### src/design/ttr_pkg.sv
// Shared widths, types and register codes for the triangle tile rasterizer.
// Used by the channel interfaces and the top level; depends on nothing.
package ttr_pkg;

    localparam int COORD_W = 20;   // vertex coordinate, 1/16 pixel
    localparam int RGB_W   = 24;   // packed 8:8:8 color
    localparam int CH_W    = 8;    // one color channel
    localparam int TILE_W  = 9;    // tile column or row index
    localparam int POS_W   = 12;   // pixel coordinate
    localparam int SCR_W   = 13;   // screen size register
    localparam int DIFF_W  = 22;   // coordinate difference
    localparam int WF_W    = 45;   // edge function and area
    localparam int ACC_W   = 53;   // multiply-accumulate and division width

    localparam int CFG_IDX_W = 1;

    typedef logic signed [COORD_W-1:0] t_coord;
    typedef logic        [RGB_W-1:0]   t_rgb;
    typedef logic        [CH_W-1:0]    t_chan;
    typedef logic        [TILE_W-1:0]  t_tile;
    typedef logic        [POS_W-1:0]   t_pos;
    typedef logic        [SCR_W-1:0]   t_scr;
    typedef logic signed [DIFF_W-1:0]  t_diff;
    typedef logic signed [WF_W-1:0]    t_wf;
    typedef logic signed [ACC_W-1:0]   t_acc;
    typedef logic [CFG_IDX_W-1:0]      t_cfg_idx;

    localparam t_cfg_idx CFG_SCREEN_WIDTH  = 1'b0;
    localparam t_cfg_idx CFG_SCREEN_HEIGHT = 1'b1;

    localparam t_scr SCREEN_WIDTH_RST  = 13'd640;
    localparam t_scr SCREEN_HEIGHT_RST = 13'd480;
    localparam t_scr MAX_SCREEN        = 13'd4096;

endpackage

### src/design/ttr_tri_if.sv
// Input channel of the rasterizer: one triangle and one tile per transfer.
// Depends on ttr_pkg for field types.
interface ttr_tri_if;
    logic           valid;
    logic           ready;
    ttr_pkg::t_coord vx1;
    ttr_pkg::t_coord vy1;
    ttr_pkg::t_coord vx2;
    ttr_pkg::t_coord vy2;
    ttr_pkg::t_coord vx3;
    ttr_pkg::t_coord vy3;
    ttr_pkg::t_rgb   rgb1;
    ttr_pkg::t_rgb   rgb2;
    ttr_pkg::t_rgb   rgb3;
    ttr_pkg::t_tile  tile_col;
    ttr_pkg::t_tile  tile_row;

    modport source (output valid, vx1, vy1, vx2, vy2, vx3, vy3, rgb1, rgb2, rgb3,
                    tile_col, tile_row, input ready);
    modport sink   (input valid, vx1, vy1, vx2, vy2, vx3, vy3, rgb1, rgb2, rgb3,
                    tile_col, tile_row, output ready);
endinterface

### src/design/ttr_pix_if.sv
// Output channel of the rasterizer: one shaded pixel per transfer.
// Depends on ttr_pkg for field types.
interface ttr_pix_if;
    logic          valid;
    logic          ready;
    ttr_pkg::t_pos pixel_x;
    ttr_pkg::t_pos pixel_y;
    ttr_pkg::t_rgb pixel_rgb;
    logic          last_of_tile;

    modport source (output valid, pixel_x, pixel_y, pixel_rgb, last_of_tile, input ready);
    modport sink   (input valid, pixel_x, pixel_y, pixel_rgb, last_of_tile, output ready);
endinterface

### src/design/triangle_tile_rasterizer.sv
// Triangle tile rasterizer with Gouraud shading: edge functions, coverage and color division.
// Depends on ttr_pkg, ttr_tri_if and ttr_pix_if.

// One triangle transfer carries three vertices (signed, 1/16 pixel) with colors and the
// index of one TILE_SIDE x TILE_SIDE tile. The block takes one triangle at a time: after
// the transfer it computes the clamped bounding box, then the area, and walks the tile's
// part of the box in row-major order. All products go through one registered
// multiply-accumulate unit: an uncovered pixel takes the edge functions, each a difference
// of products, plus a step, and a covered pixel adds the color products and a restoring
// division per channel. An empty or back-facing triangle ends after the area. Each covered
// pixel leaves through an output register; the newest one is held back until the next
// is found so that the final pixel can carry last_of_tile. Input ready is high only
// between triangles. Screen size registers may be written only while the block is idle.
module triangle_tile_rasterizer #(
    parameter int TILE_SIDE = 8
) (
    input  logic                    i_clk,
    input  logic                    i_rst_n,
    input  logic                    i_cfg_we,
    input  ttr_pkg::t_cfg_idx       i_cfg_idx,
    input  ttr_pkg::t_scr           i_cfg_data,
    ttr_tri_if.sink                 i_tri,
    ttr_pix_if.source               o_pix
);

    localparam int TL_W  = ttr_pkg::TILE_W + $clog2(TILE_SIDE) + 1;
    localparam int CMP_W = 14;

    typedef enum logic [7:0] {
        S_IDLE  = 8'b0000_0001,
        S_SETUP = 8'b0000_0010,
        S_MUL   = 8'b0000_0100,
        S_ACC   = 8'b0000_1000,
        S_DIV   = 8'b0001_0000,
        S_PUSH  = 8'b0010_0000,
        S_STEP  = 8'b0100_0000,
        S_FLUSH = 8'b1000_0000
    } t_state;

    // Micro-operations of the multiply-accumulate unit.
    typedef enum logic [3:0] {
        OP_AREA_A, OP_AREA_B, OP_W1A, OP_W1B, OP_W2A, OP_W2B, OP_W3A, OP_W3B,
        OP_C1, OP_C2, OP_C3
    } t_op;

    t_state r_state;
    t_op    r_op;

    ttr_pkg::t_scr   r_sw, r_sh;
    ttr_pkg::t_coord r_vx1, r_vy1, r_vx2, r_vy2, r_vx3, r_vy3;
    ttr_pkg::t_rgb   r_c1, r_c2, r_c3;
    ttr_pkg::t_tile  r_tc, r_tr;

    ttr_pkg::t_pos   r_lx0, r_lx1, r_ly0, r_ly1, r_x, r_y;
    logic            r_empty;

    ttr_pkg::t_acc   r_prod, r_acc, r_rem, r_dsr;
    ttr_pkg::t_wf    r_area, r_w1, r_w2, r_w3;
    logic [1:0]      r_ch;
    logic [2:0]      r_dcnt;
    ttr_pkg::t_chan  r_q;
    ttr_pkg::t_rgb   r_rgb;

    logic            r_pend_v;
    ttr_pkg::t_pos   r_pend_x, r_pend_y;
    ttr_pkg::t_rgb   r_pend_rgb;

    logic            r_ovalid;
    ttr_pkg::t_pos   r_ox, r_oy;
    ttr_pkg::t_rgb   r_orgb;
    logic            r_olast;

    // ---------------- helpers ----------------
    function automatic ttr_pkg::t_diff diff(input ttr_pkg::t_diff a, input ttr_pkg::t_coord b);
        return a - ttr_pkg::t_diff'(b);
    endfunction

    function automatic ttr_pkg::t_coord min3(input ttr_pkg::t_coord a,
                                             input ttr_pkg::t_coord b,
                                             input ttr_pkg::t_coord c);
        ttr_pkg::t_coord m;
        m = (a < b) ? a : b;
        return (m < c) ? m : c;
    endfunction

    function automatic ttr_pkg::t_coord max3(input ttr_pkg::t_coord a,
                                             input ttr_pkg::t_coord b,
                                             input ttr_pkg::t_coord c);
        ttr_pkg::t_coord m;
        m = (a > b) ? a : b;
        return (m > c) ? m : c;
    endfunction

    // Floor to whole pixels and clamp into [0, lim-1]; lim is at least 1 when used.
    function automatic ttr_pkg::t_pos clamp_px(input ttr_pkg::t_coord v,
                                               input ttr_pkg::t_scr lim);
        ttr_pkg::t_coord   f;
        logic signed [20:0] fe;
        logic signed [20:0] le;
        ttr_pkg::t_scr     lm1;
        f   = v >>> 4;
        fe  = 21'(f);
        le  = $signed({8'b0, lim});
        lm1 = lim - 13'd1;
        if (fe < 0) begin
            return '0;
        end else if (fe >= le) begin
            return lm1[ttr_pkg::POS_W-1:0];
        end else begin
            return fe[ttr_pkg::POS_W-1:0];
        end
    endfunction

    function automatic ttr_pkg::t_chan chan(input ttr_pkg::t_rgb c, input logic [1:0] ch);
        ttr_pkg::t_chan b;
        unique case (ch)
            2'd0:    b = c[23:16];
            2'd1:    b = c[15:8];
            default: b = c[7:0];
        endcase
        return b;
    endfunction

    // ---------------- box and tile window ----------------
    ttr_pkg::t_scr  sw_e, sh_e;
    ttr_pkg::t_pos  bx0, bx1, by0, by1;
    logic [TL_W-1:0] tx0, tx1, ty0, ty1;
    logic [CMP_W-1:0] wx0, wx1, wy0, wy1;
    logic            win_empty;

    always_comb begin
        sw_e = (r_sw > ttr_pkg::MAX_SCREEN) ? ttr_pkg::MAX_SCREEN : r_sw;
        sh_e = (r_sh > ttr_pkg::MAX_SCREEN) ? ttr_pkg::MAX_SCREEN : r_sh;
        bx0  = clamp_px(min3(r_vx1, r_vx2, r_vx3), sw_e);
        bx1  = clamp_px(max3(r_vx1, r_vx2, r_vx3), sw_e);
        by0  = clamp_px(min3(r_vy1, r_vy2, r_vy3), sh_e);
        by1  = clamp_px(max3(r_vy1, r_vy2, r_vy3), sh_e);
        tx0  = TL_W'(r_tc) * TL_W'(TILE_SIDE);
        tx1  = tx0 + TL_W'(TILE_SIDE - 1);
        ty0  = TL_W'(r_tr) * TL_W'(TILE_SIDE);
        ty1  = ty0 + TL_W'(TILE_SIDE - 1);
        wx0  = (CMP_W'(tx0) > CMP_W'(bx0)) ? CMP_W'(tx0) : CMP_W'(bx0);
        wx1  = (CMP_W'(tx1) < CMP_W'(bx1)) ? CMP_W'(tx1) : CMP_W'(bx1);
        wy0  = (CMP_W'(ty0) > CMP_W'(by0)) ? CMP_W'(ty0) : CMP_W'(by0);
        wy1  = (CMP_W'(ty1) < CMP_W'(by1)) ? CMP_W'(ty1) : CMP_W'(by1);
        win_empty = (sw_e == '0) || (sh_e == '0) || (wx0 > wx1) || (wy0 > wy1);
    end

    // ---------------- shared multiply-accumulate unit ----------------
    ttr_pkg::t_diff px, py;
    ttr_pkg::t_wf   mul_a;
    ttr_pkg::t_diff mul_b;
    logic signed [ttr_pkg::WF_W+ttr_pkg::DIFF_W-1:0] mul_p;
    ttr_pkg::t_acc  acc_new;

    always_comb begin
        px = ttr_pkg::t_diff'({6'b0, r_x, 4'b1000});
        py = ttr_pkg::t_diff'({6'b0, r_y, 4'b1000});
        unique case (r_op)
            OP_AREA_A: begin
                mul_a = ttr_pkg::t_wf'(diff(ttr_pkg::t_diff'(r_vx3), r_vx1));
                mul_b = diff(ttr_pkg::t_diff'(r_vy2), r_vy1);
            end
            OP_AREA_B: begin
                mul_a = ttr_pkg::t_wf'(diff(ttr_pkg::t_diff'(r_vy3), r_vy1));
                mul_b = diff(ttr_pkg::t_diff'(r_vx2), r_vx1);
            end
            OP_W1A: begin
                mul_a = ttr_pkg::t_wf'(diff(px, r_vx2));
                mul_b = diff(ttr_pkg::t_diff'(r_vy3), r_vy2);
            end
            OP_W1B: begin
                mul_a = ttr_pkg::t_wf'(diff(py, r_vy2));
                mul_b = diff(ttr_pkg::t_diff'(r_vx3), r_vx2);
            end
            OP_W2A: begin
                mul_a = ttr_pkg::t_wf'(diff(px, r_vx3));
                mul_b = diff(ttr_pkg::t_diff'(r_vy1), r_vy3);
            end
            OP_W2B: begin
                mul_a = ttr_pkg::t_wf'(diff(py, r_vy3));
                mul_b = diff(ttr_pkg::t_diff'(r_vx1), r_vx3);
            end
            OP_W3A: begin
                mul_a = ttr_pkg::t_wf'(diff(px, r_vx1));
                mul_b = diff(ttr_pkg::t_diff'(r_vy2), r_vy1);
            end
            OP_W3B: begin
                mul_a = ttr_pkg::t_wf'(diff(py, r_vy1));
                mul_b = diff(ttr_pkg::t_diff'(r_vx2), r_vx1);
            end
            OP_C1: begin
                mul_a = r_w1;
                mul_b = ttr_pkg::t_diff'({14'b0, chan(r_c1, r_ch)});
            end
            OP_C2: begin
                mul_a = r_w2;
                mul_b = ttr_pkg::t_diff'({14'b0, chan(r_c2, r_ch)});
            end
            OP_C3: begin
                mul_a = r_w3;
                mul_b = ttr_pkg::t_diff'({14'b0, chan(r_c3, r_ch)});
            end
            default: begin
                mul_a = '0;
                mul_b = '0;
            end
        endcase
        mul_p = mul_a * mul_b;

        unique case (r_op)
            OP_AREA_A, OP_W1A, OP_W2A, OP_W3A, OP_C1: acc_new = r_prod;
            OP_AREA_B, OP_W1B, OP_W2B, OP_W3B:       acc_new = r_acc - r_prod;
            default:                                 acc_new = r_acc + r_prod;
        endcase
    end

    // ---------------- divider step ----------------
    ttr_pkg::t_acc div_trial;
    logic          div_ge;
    assign div_trial = r_rem - r_dsr;
    assign div_ge    = !div_trial[ttr_pkg::ACC_W-1];

    logic out_free;
    assign out_free = !r_ovalid || o_pix.ready;

    // The output register takes the pending pixel in this cycle.
    logic out_load;
    assign out_load = r_pend_v && out_free && ((r_state == S_PUSH) || (r_state == S_FLUSH));

    logic at_end;
    assign at_end = (r_x == r_lx1) && (r_y == r_ly1);

    // ---------------- sequencer ----------------
    always_ff @(posedge i_clk) begin
        if (!i_rst_n) begin
            r_state  <= S_IDLE;
            r_op     <= OP_AREA_A;
            r_sw     <= ttr_pkg::SCREEN_WIDTH_RST;
            r_sh     <= ttr_pkg::SCREEN_HEIGHT_RST;
            r_pend_v <= 1'b0;
            r_ovalid <= 1'b0;
        end else begin
            if (i_cfg_we) begin
                priority if (i_cfg_idx == ttr_pkg::CFG_SCREEN_WIDTH) begin
                    r_sw <= i_cfg_data;
                end else if (i_cfg_idx == ttr_pkg::CFG_SCREEN_HEIGHT) begin
                    r_sh <= i_cfg_data;
                end
            end

            if (out_load) begin
                r_ovalid <= 1'b1;
            end else if (r_ovalid && o_pix.ready) begin
                r_ovalid <= 1'b0;
            end

            unique case (r_state)
                S_IDLE: begin
                    if (i_tri.valid) begin
                        r_vx1 <= i_tri.vx1;
                        r_vy1 <= i_tri.vy1;
                        r_vx2 <= i_tri.vx2;
                        r_vy2 <= i_tri.vy2;
                        r_vx3 <= i_tri.vx3;
                        r_vy3 <= i_tri.vy3;
                        r_c1  <= i_tri.rgb1;
                        r_c2  <= i_tri.rgb2;
                        r_c3  <= i_tri.rgb3;
                        r_tc  <= i_tri.tile_col;
                        r_tr  <= i_tri.tile_row;
                        r_state <= S_SETUP;
                    end
                end
                S_SETUP: begin
                    r_lx0   <= wx0[ttr_pkg::POS_W-1:0];
                    r_lx1   <= wx1[ttr_pkg::POS_W-1:0];
                    r_ly0   <= wy0[ttr_pkg::POS_W-1:0];
                    r_ly1   <= wy1[ttr_pkg::POS_W-1:0];
                    r_empty <= win_empty;
                    r_op    <= OP_AREA_A;
                    r_state <= S_MUL;
                end
                S_MUL: begin
                    r_prod  <= mul_p[ttr_pkg::ACC_W-1:0];
                    r_state <= S_ACC;
                end
                S_ACC: begin
                    r_acc <= acc_new;
                    unique case (r_op)
                        OP_AREA_B: begin
                            r_area <= acc_new[ttr_pkg::WF_W-1:0];
                            if (acc_new[ttr_pkg::ACC_W-1] || acc_new == '0 || r_empty) begin
                                r_state <= S_IDLE;
                            end else begin
                                r_x     <= r_lx0;
                                r_y     <= r_ly0;
                                r_op    <= OP_W1A;
                                r_state <= S_MUL;
                            end
                        end
                        OP_W1B: begin
                            r_w1    <= acc_new[ttr_pkg::WF_W-1:0];
                            r_op    <= OP_W2A;
                            r_state <= S_MUL;
                        end
                        OP_W2B: begin
                            r_w2    <= acc_new[ttr_pkg::WF_W-1:0];
                            r_op    <= OP_W3A;
                            r_state <= S_MUL;
                        end
                        OP_W3B: begin
                            r_w3 <= acc_new[ttr_pkg::WF_W-1:0];
                            // Covered only when every edge function is non-negative.
                            if (r_w1[ttr_pkg::WF_W-1] || r_w2[ttr_pkg::WF_W-1] ||
                                acc_new[ttr_pkg::ACC_W-1]) begin
                                r_state <= S_STEP;
                            end else begin
                                r_ch    <= 2'd0;
                                r_op    <= OP_C1;
                                r_state <= S_MUL;
                            end
                        end
                        OP_C3: begin
                            r_rem   <= acc_new;
                            r_dsr   <= ttr_pkg::t_acc'({1'b0, r_area, 7'b0});
                            r_dcnt  <= 3'd0;
                            r_state <= S_DIV;
                        end
                        default: begin
                            r_op    <= t_op'(r_op + 4'd1);
                            r_state <= S_MUL;
                        end
                    endcase
                end
                S_DIV: begin
                    if (div_ge) begin
                        r_rem <= div_trial;
                    end
                    r_q    <= {r_q[ttr_pkg::CH_W-2:0], div_ge};
                    r_dsr  <= r_dsr >>> 1;
                    r_dcnt <= r_dcnt + 3'd1;
                    if (r_dcnt == 3'd7) begin
                        r_rgb <= {r_rgb[15:0], r_q[ttr_pkg::CH_W-2:0], div_ge};
                        if (r_ch == 2'd2) begin
                            r_state <= S_PUSH;
                        end else begin
                            r_ch    <= r_ch + 2'd1;
                            r_op    <= OP_C1;
                            r_state <= S_MUL;
                        end
                    end
                end
                S_PUSH: begin
                    if (!r_pend_v || out_free) begin
                        if (r_pend_v) begin
                            r_ox     <= r_pend_x;
                            r_oy     <= r_pend_y;
                            r_orgb   <= r_pend_rgb;
                            r_olast  <= 1'b0;
                        end
                        r_pend_v   <= 1'b1;
                        r_pend_x   <= r_x;
                        r_pend_y   <= r_y;
                        r_pend_rgb <= r_rgb;
                        r_state    <= S_STEP;
                    end
                end
                S_STEP: begin
                    if (at_end) begin
                        r_state <= S_FLUSH;
                    end else begin
                        if (r_x == r_lx1) begin
                            r_x <= r_lx0;
                            r_y <= r_y + 12'd1;
                        end else begin
                            r_x <= r_x + 12'd1;
                        end
                        r_op    <= OP_W1A;
                        r_state <= S_MUL;
                    end
                end
                S_FLUSH: begin
                    if (!r_pend_v) begin
                        r_state <= S_IDLE;
                    end else if (out_free) begin
                        r_ox     <= r_pend_x;
                        r_oy     <= r_pend_y;
                        r_orgb   <= r_pend_rgb;
                        r_olast  <= 1'b1;
                        r_pend_v <= 1'b0;
                        r_state  <= S_IDLE;
                    end
                end
                default: begin
                    r_state <= S_IDLE;
                end
            endcase
        end
    end

    assign i_tri.ready        = (r_state == S_IDLE);
    assign o_pix.valid        = r_ovalid;
    assign o_pix.pixel_x      = r_ox;
    assign o_pix.pixel_y      = r_oy;
    assign o_pix.pixel_rgb    = r_orgb;
    assign o_pix.last_of_tile = r_olast;

    // ---------------- assertions ----------------
    a_accept_starts: assert property (@(posedge i_clk) disable iff (!i_rst_n)
        (r_state == S_IDLE && i_tri.valid) |=> (r_state == S_SETUP))
        else $error("accepted triangle did not start setup");

    a_idle_no_pending: assert property (@(posedge i_clk) disable iff (!i_rst_n)
        (r_state == S_IDLE) |-> !r_pend_v)
        else $error("pixel left pending between triangles");

    a_flush_marks_last: assert property (@(posedge i_clk) disable iff (!i_rst_n)
        (r_state == S_FLUSH && out_load) |=> (r_ovalid && o_pix.last_of_tile))
        else $error("final pixel of a tile not flagged last");

    a_area_positive: assert property (@(posedge i_clk) disable iff (!i_rst_n)
        (r_state == S_DIV) |-> (r_area > 0))
        else $error("division with non-positive area");

endmodule
### src/flat_wrapper.sv
// flat-port wrapper written by rule: the top's interface ports become plain ports
module triangle_tile_rasterizer_flat 
#(
    parameter int TILE_SIDE = 8
)
  (i_clk, i_rst_n, i_cfg_we, i_cfg_idx, i_cfg_data, i_tri_valid, i_tri_vx1, i_tri_vy1, i_tri_vx2, i_tri_vy2, i_tri_vx3, i_tri_vy3, i_tri_rgb1, i_tri_rgb2, i_tri_rgb3, i_tri_tile_col, i_tri_tile_row, i_tri_ready, o_pix_valid, o_pix_pixel_x, o_pix_pixel_y, o_pix_pixel_rgb, o_pix_last_of_tile, o_pix_ready);
  ttr_tri_if i_tri_i ();
  ttr_pix_if o_pix_i ();
  input  logic i_clk;
  input  logic i_rst_n;
  input  logic i_cfg_we;
  input  ttr_pkg::t_cfg_idx i_cfg_idx;
  input  ttr_pkg::t_scr i_cfg_data;
  input wire logic [$bits(i_tri_i.valid)-1:0] i_tri_valid;
  input wire logic [$bits(i_tri_i.vx1)-1:0] i_tri_vx1;
  input wire logic [$bits(i_tri_i.vy1)-1:0] i_tri_vy1;
  input wire logic [$bits(i_tri_i.vx2)-1:0] i_tri_vx2;
  input wire logic [$bits(i_tri_i.vy2)-1:0] i_tri_vy2;
  input wire logic [$bits(i_tri_i.vx3)-1:0] i_tri_vx3;
  input wire logic [$bits(i_tri_i.vy3)-1:0] i_tri_vy3;
  input wire logic [$bits(i_tri_i.rgb1)-1:0] i_tri_rgb1;
  input wire logic [$bits(i_tri_i.rgb2)-1:0] i_tri_rgb2;
  input wire logic [$bits(i_tri_i.rgb3)-1:0] i_tri_rgb3;
  input wire logic [$bits(i_tri_i.tile_col)-1:0] i_tri_tile_col;
  input wire logic [$bits(i_tri_i.tile_row)-1:0] i_tri_tile_row;
  output wire logic [$bits(i_tri_i.ready)-1:0] i_tri_ready;
  output wire logic [$bits(o_pix_i.valid)-1:0] o_pix_valid;
  output wire logic [$bits(o_pix_i.pixel_x)-1:0] o_pix_pixel_x;
  output wire logic [$bits(o_pix_i.pixel_y)-1:0] o_pix_pixel_y;
  output wire logic [$bits(o_pix_i.pixel_rgb)-1:0] o_pix_pixel_rgb;
  output wire logic [$bits(o_pix_i.last_of_tile)-1:0] o_pix_last_of_tile;
  input wire logic [$bits(o_pix_i.ready)-1:0] o_pix_ready;
  assign i_tri_i.valid = i_tri_valid;
  assign i_tri_i.vx1 = i_tri_vx1;
  assign i_tri_i.vy1 = i_tri_vy1;
  assign i_tri_i.vx2 = i_tri_vx2;
  assign i_tri_i.vy2 = i_tri_vy2;
  assign i_tri_i.vx3 = i_tri_vx3;
  assign i_tri_i.vy3 = i_tri_vy3;
  assign i_tri_i.rgb1 = i_tri_rgb1;
  assign i_tri_i.rgb2 = i_tri_rgb2;
  assign i_tri_i.rgb3 = i_tri_rgb3;
  assign i_tri_i.tile_col = i_tri_tile_col;
  assign i_tri_i.tile_row = i_tri_tile_row;
  assign i_tri_ready = i_tri_i.ready;
  assign o_pix_valid = o_pix_i.valid;
  assign o_pix_pixel_x = o_pix_i.pixel_x;
  assign o_pix_pixel_y = o_pix_i.pixel_y;
  assign o_pix_pixel_rgb = o_pix_i.pixel_rgb;
  assign o_pix_last_of_tile = o_pix_i.last_of_tile;
  assign o_pix_i.ready = o_pix_ready;
  triangle_tile_rasterizer #(.TILE_SIDE(TILE_SIDE)) u_core (.i_clk(i_clk), .i_rst_n(i_rst_n), .i_cfg_we(i_cfg_we), .i_cfg_idx(i_cfg_idx), .i_cfg_data(i_cfg_data), .i_tri(i_tri_i), .o_pix(o_pix_i));
endmodule
### config.mk
export PLATFORM = sky130hd
export DESIGN_NAME = triangle_tile_rasterizer_flat
export DESIGN_NICKNAME = d
export VERILOG_FILES = /design/src/design/ttr_pkg.sv /design/src/design/ttr_tri_if.sv /design/src/design/ttr_pix_if.sv /design/src/design/triangle_tile_rasterizer.sv /design/src/flat_wrapper.sv
export SDC_FILE = /design/constraint.sdc
export NUM_CORES = 2
export LEC_CHECK = 0
export BUFFER_PORTS_ARGS = -buffer_cell sky130_fd_sc_hd__buf_2
export CAP_MARGIN = 10
export CORE_MARGIN = 3
export CORE_UTILIZATION = 58
export DETAILED_ROUTE_END_ITERATION = 10
export PLACE_DENSITY = 0.75
export SKIP_CTS_REPAIR_TIMING = 1
export SYNTH_ARGS = -nofsm -noshare
export SYNTH_HDL_FRONTEND = slang
export SYNTH_SLANG_ARGS = --single-unit
### constraint.sdc
create_clock -name i_clk -period 29.2 [get_ports i_clk]
set_input_delay 5.84 -clock i_clk [delete_from_list [all_inputs] [get_ports i_clk]]
set_output_delay 5.84 -clock i_clk [all_outputs]
set_load 0.01 [all_outputs]
* Word-level counts from Yosys, hierarchy flattened
Cells that the tools add are included.
** Word-level totals
- Register bits after elaboration :: 848
- Input bits :: 229
- Output and inout port bits :: 51
** Operators by class
- Add/subtract/negate cells :: 26
- Multiply operators :: 1
- Order comparisons :: 24
- Equality and inequality tests :: 42
- Multiplexer cells :: 94
- Bitwise operators :: 2
- Reduce and logical (&&, ||, !) cells :: 54
** Operators by type and width (number)
- case mux 45 bit (11 select lines) :: 1
- case mux 53 bit (2 select lines) :: 3
- 2-to-1 mux 12 bit :: 26
- case mux 22 bit (9 select lines) :: 1
- subtractor 20 x 20 -> 21 bit :: 8
- 2-to-1 mux 20 bit :: 8
- 2-to-1 mux 53 bit :: 3
- subtractor 17 x 20 -> 21 bit :: 6
- subtractor 53 bit :: 2
- 2-to-1 mux 24 bit :: 4
- case mux 12 bit (2 select lines) :: 4
- greater-than comparator 20 bit :: 4
- < comparator 20 bit :: 4
- greater-or-equal comparator 16 x 14 -> 1 bit :: 4
- < comparator 16 x 1 -> 1 bit (second input constant) :: 4
- case mux 8 bit (8 select lines) :: 1
- adder 53 bit :: 1
- logical NOT 53 bit :: 1
- multiplier 45 x 22 -> 53 bit :: 1
- 2-to-1 mux 13 bit :: 4
- 2-to-1 mux 8 bit :: 6
- case mux 24 bit (2 select lines) :: 1
- case mux 8 bit (2 select lines) :: 3
- greater-than comparator 14 bit :: 2
- 58 further kinds :: 141

* Depth between registers and ports, before layout
- Depth in word-level cells :: 12
- Gate-level depth with buffers :: 64
- Depth with buffers taken out :: 59

* Worst setup path after synthesis
OpenSTA, ideal clock, no wires.
- Path kind :: input-to-reg
- From :: input i_rst_n
- To :: register u_core.r_c1[0] (enable)
- Data arrival time :: 10.927 ns
- Required time :: 28.602 ns
- Setup slack :: 17.675 ns
- Stages on the path :: 2
- Cell sequence :: clkbuf_1 -> and3_1
** Between the ends
- Word-level cells in the longest chain between the ends :: 1
** Ends and longest elaborated chain
- start: declaration :: RTL line flat_wrapper.sv:10 : input logic i_rst_n;
- AND reduction 3 bit (no source line)
- end signal: assignment :: RTL line triangle_tile_rasterizer.sv:267 : r_c1 <= i_tri.rgb1;
- end: declaration :: RTL line triangle_tile_rasterizer.sv:51 : ttr_pkg::t_rgb r_c1, r_c2, r_c3;
Every way passes these cells.
A chain may end at the register's enable or synchronous reset.

* Final worst setup path
- From :: register u_core.r_vy3[1]
- To :: register u_core.r_prod[51], data pin
** Between the ends
- Word-level cells in the longest chain between the ends :: 3
** Ends and longest elaborated chain
- start: declaration :: RTL line triangle_tile_rasterizer.sv:50 : ttr_pkg::t_coord r_vx1, r_vy1, r_vx2, r_vy2, r_vx3, r_vy3;
- start signal: assignment :: RTL line triangle_tile_rasterizer.sv:266 : r_vy3 <= i_tri.vy3;
- subtractor 17 x 20 -> 21 bit / subtractor 20 x 20 -> 21 bit (equally long branches) :: RTL line triangle_tile_rasterizer.sv:75 : return a - ttr_pkg::t_diff'(b);
- case mux 45 bit (11 select lines) / case mux 22 bit (9 select lines) (equally long branches) :: RTL line triangle_tile_rasterizer.sv:159 : unique case (r_op)
- multiplier 45 x 22 -> 53 bit * :: RTL line triangle_tile_rasterizer.sv:209 : mul_p = mul_a * mul_b;
- net u_core.mul_p (one bit) :: RTL line triangle_tile_rasterizer.sv:153 : logic signed [ttr_pkg::WF_W+ttr_pkg::DIFF_W-1:0] mul_p;
- end signal: assignment :: RTL line triangle_tile_rasterizer.sv:285 : r_prod <= mul_p[ttr_pkg::ACC_W-1:0];
- end: declaration :: RTL line triangle_tile_rasterizer.sv:57 : ttr_pkg::t_acc r_prod, r_acc, r_rem, r_dsr;
Mark *: on every way through the listed nets, which the timed path passes. The rest lies on a longest branch.

==> reports/metrics.yaml <==
worst_clock_skew_ps: 99.43
cts_root_buf: "clkbuf_16"
syn-num-nets: 10688
yosys.area.top_type_share: 0.2856
worstSetupStartpointType: "register"
clock-sinks: 847
fp.coreArea_sq_um: 144400
die_w_um: 388.5
fin_crit_ps: 13380
dieHeight_um: 388.5
finalMaxSlewViolations: 0
cts_tree: "built"
critPathKind: "reg2reg"
final_layout_size_suffix_gt1_frac: 0.08021
numCtsBuffers: 94
yosysTopAreaCell: "edfxtp_1"
rows: 139
min_path_type: "reg2reg"
yosys.cell_types.count: 107
start_util: 0.5878
finalSetupTns_ps: 0
timing.fmax_mhz: 74.74
end_kind: "register"
synth_edf_count: 807
drt_first_pass_iters: 7
synthArstFlopShare: 0
overflow: 0
routed_wl_mm: 292.6
grt_usage: 0.3852
critPathSlowestCell: "nor3_1"
htreeDepth: 3
finalHoldViolCount: 0
wl_per_cell_um: 26.37
tightestPinTransition_ps: 1356
grt_pass1_vias: 69699
hold_slack_ps: 413.3
required_ps: 29710
period_share: 0.4582
grt_pass1_wl_mm: 437.7
setup_ws_ps: 15820
synth-warning-count: 0
drc: 0
syn_avg_cell_area_sq_um: 9.464
synth_area_sq_um: 84850
clock_path_buffers: 3
synthFlopType: "edfxtp_1"
yosysMostFrequentCell: "nand2_1"
drt_iter0_drc: 8127
layout.nets: 10832
multi_input_area_sq_um: 54340
fillers: 11933
yosysSeqAreaShare: 0.2951
antenna_left: 0
cap_violations: 0
clk_latency_ps: 780
status: "finished clean"
die_area_sq_um: 150900
setup_viol: 0
via_per_inst: 6.353
pre_cts_slack_ps: 15880
antenna_found_initial: 24
synth-seq-cells: 847
synth.top_cells.by_count: "nand2_1 (1261), inv_1 (1154), edfxtp_1 (807)"
synthTopCellsByArea: "edfxtp_1 (29%), fa_1 (19%), ha_1 (10%), nand2_1 (5.6%), inv_1 (5.1%)"
vias: 70502
grt_max_degree: 115
path_common_cell: "fa_1"
io_buffers: 279
regArea_sq_um: 25030
syn_inst: 8965
slowest_delay_ps: 920
synthToLayoutAreaGrowth_pct: 8.140
io_pins: 280
rsz0062_at_grt: "false"
cp.arrival_ps: 13890
max_slew_margin: 0.09623
clk_pin_slew_worst_paths_ps: 70
dp_hpwl_mm: 227.6
critPathMaxFanout: 19
globalplace.congestion: 1.027
[logic make-up (layout without fill, tap and decap cells)]
| kind of cell | Yosys count | after routing | synth area share |
|---|---|---|---|
| multiplexers | 79 | 79 | 0.009689 |
| AO/OA/AOI/OAI | 1947 | 1947 | 0.1481 |
| flip-flops | 847 | 847 | 0.2951 |
| XOR/XNOR | 457 | 457 | 0.04751 |
| buffers and inverters | 1522 | 1745 | 0.06773 |
| other | 0 | 6 | 0 |
| AND/OR/NAND/NOR | 2619 | 2619 | 0.1412 |
| adder cells (fa/ha/maj) | 1494 | 1494 | 0.2907 |
[flip-flops by register name, indices dropped and copies added (netlist names), 20 cells and up]
name / count
u_core.r_acc: 53
u_core.r_prod: 53
u_core.r_rem: 53
u_core.r_dsr: 52
u_core.r_area: 45
u_core.r_w1: 45
u_core.r_w2: 45
u_core.r_w3: 45
u_core.o_pix.pixel_rgb: 24
u_core.r_c1: 24
u_core.r_c2: 24
u_core.r_c3: 24
u_core.r_pend_rgb: 24
u_core.r_rgb: 24
u_core.r_vx1: 20
u_core.r_vx2: 20
u_core.r_vx3: 20
u_core.r_vy1: 20
u_core.r_vy2: 20
u_core.r_vy3: 20
[layer usage]
layer	part of all wire	global-route usage	up-vias
met5	0.00037	0	-
met4	0.038	0.1335	16
met3	0.13	0.09302	696
met2	0.42	0.5601	4285
met1	0.42	0.5641	34582
li1	-	-	30923
[worst max-delay path: cells and delay by family (launching register included)]
kind | cells | cell delay [ps]
AOI/OAI and AO/OA | 21 | 4960
xor gates and xnor gates | 2 | 290
adders and majority gates | 9 | 4170
buffers and inverters | 4 | 420
DFF | 1 | 560
and+or+nand+nor | 7 | 2710
[final cells by class]
class	count	share of cell area
Tap cell	1903	0.02595
Clock buffer	111	0.02633
Sequential cell	847	0.2728
Inverter	1154	0.04721
Timing Repair Buffer	416	0.02665
Antenna cell	6	0.0001636
Multi-Input combinational cell	6596	0.5922
Clock inverter	64	0.008605
[cells in the final DEF, fill, tap and decap left out, drive strengths merged, types with 35 or more instances in the layout]
cell / netlist / routed
nand3: 125 / 125
inv: 1154 / 1168
a211oi: 61 / 61
xor2: 184 / 184
a21bo: 40 / 40
clkbuf: 325 / 113
fa: 796 / 796
nor4: 37 / 37
o22ai: 50 / 50
or3: 39 / 39
o31ai: 53 / 53
nand2: 1261 / 1261
a22oi: 41 / 41
nor2: 477 / 477
nand2b: 147 / 147
and3: 49 / 49
dfxtp: 40 / 40
ha: 698 / 698
xnor2: 272 / 272
o21ai: 447 / 447
o21a: 63 / 63
mux2i: 57 / 57
o211ai: 35 / 35
nor2b: 111 / 111
a21o: 207 / 207
a222oi: 39 / 39
edfxtp: 807 / 807
o21bai: 47 / 47
nand4: 75 / 75
buf: 43 / 414
nor3: 117 / 117
and2: 68 / 68
a21oi: 589 / 589
a31oi: 48 / 48
[stage by stage]
stage	area, sq um	cells	utilization
4_1_cts	91690	11088	0.6352
5_1_grt	91740	11092	0.6355
3_3_place_gp	88470	10912	0.6129
3_5_place_dp	88490	10913	0.6130
6_report	91750	11097	0.6356
2_1_floorplan	84850	8965	-
[worst paths after layout]
check                                      startpoint  slack, ps                          to  depth (start not counted)
worst min-delay path            u_core.r_pend_rgb[22]        410  u_core.o_pix.pixel_rgb[22]                          0
worst max-delay path                  u_core.r_vy3[1]      15820           u_core.r_prod[51]                         43
worst min register to register  u_core.r_pend_rgb[22]        410  u_core.o_pix.pixel_rgb[22]                          0
worst max register to register        u_core.r_vy3[1]      15820           u_core.r_prod[51]                         43
Power is not shown: default switching activity piles up to over one toggle a cycle in this logic, so the estimate is an artifact.
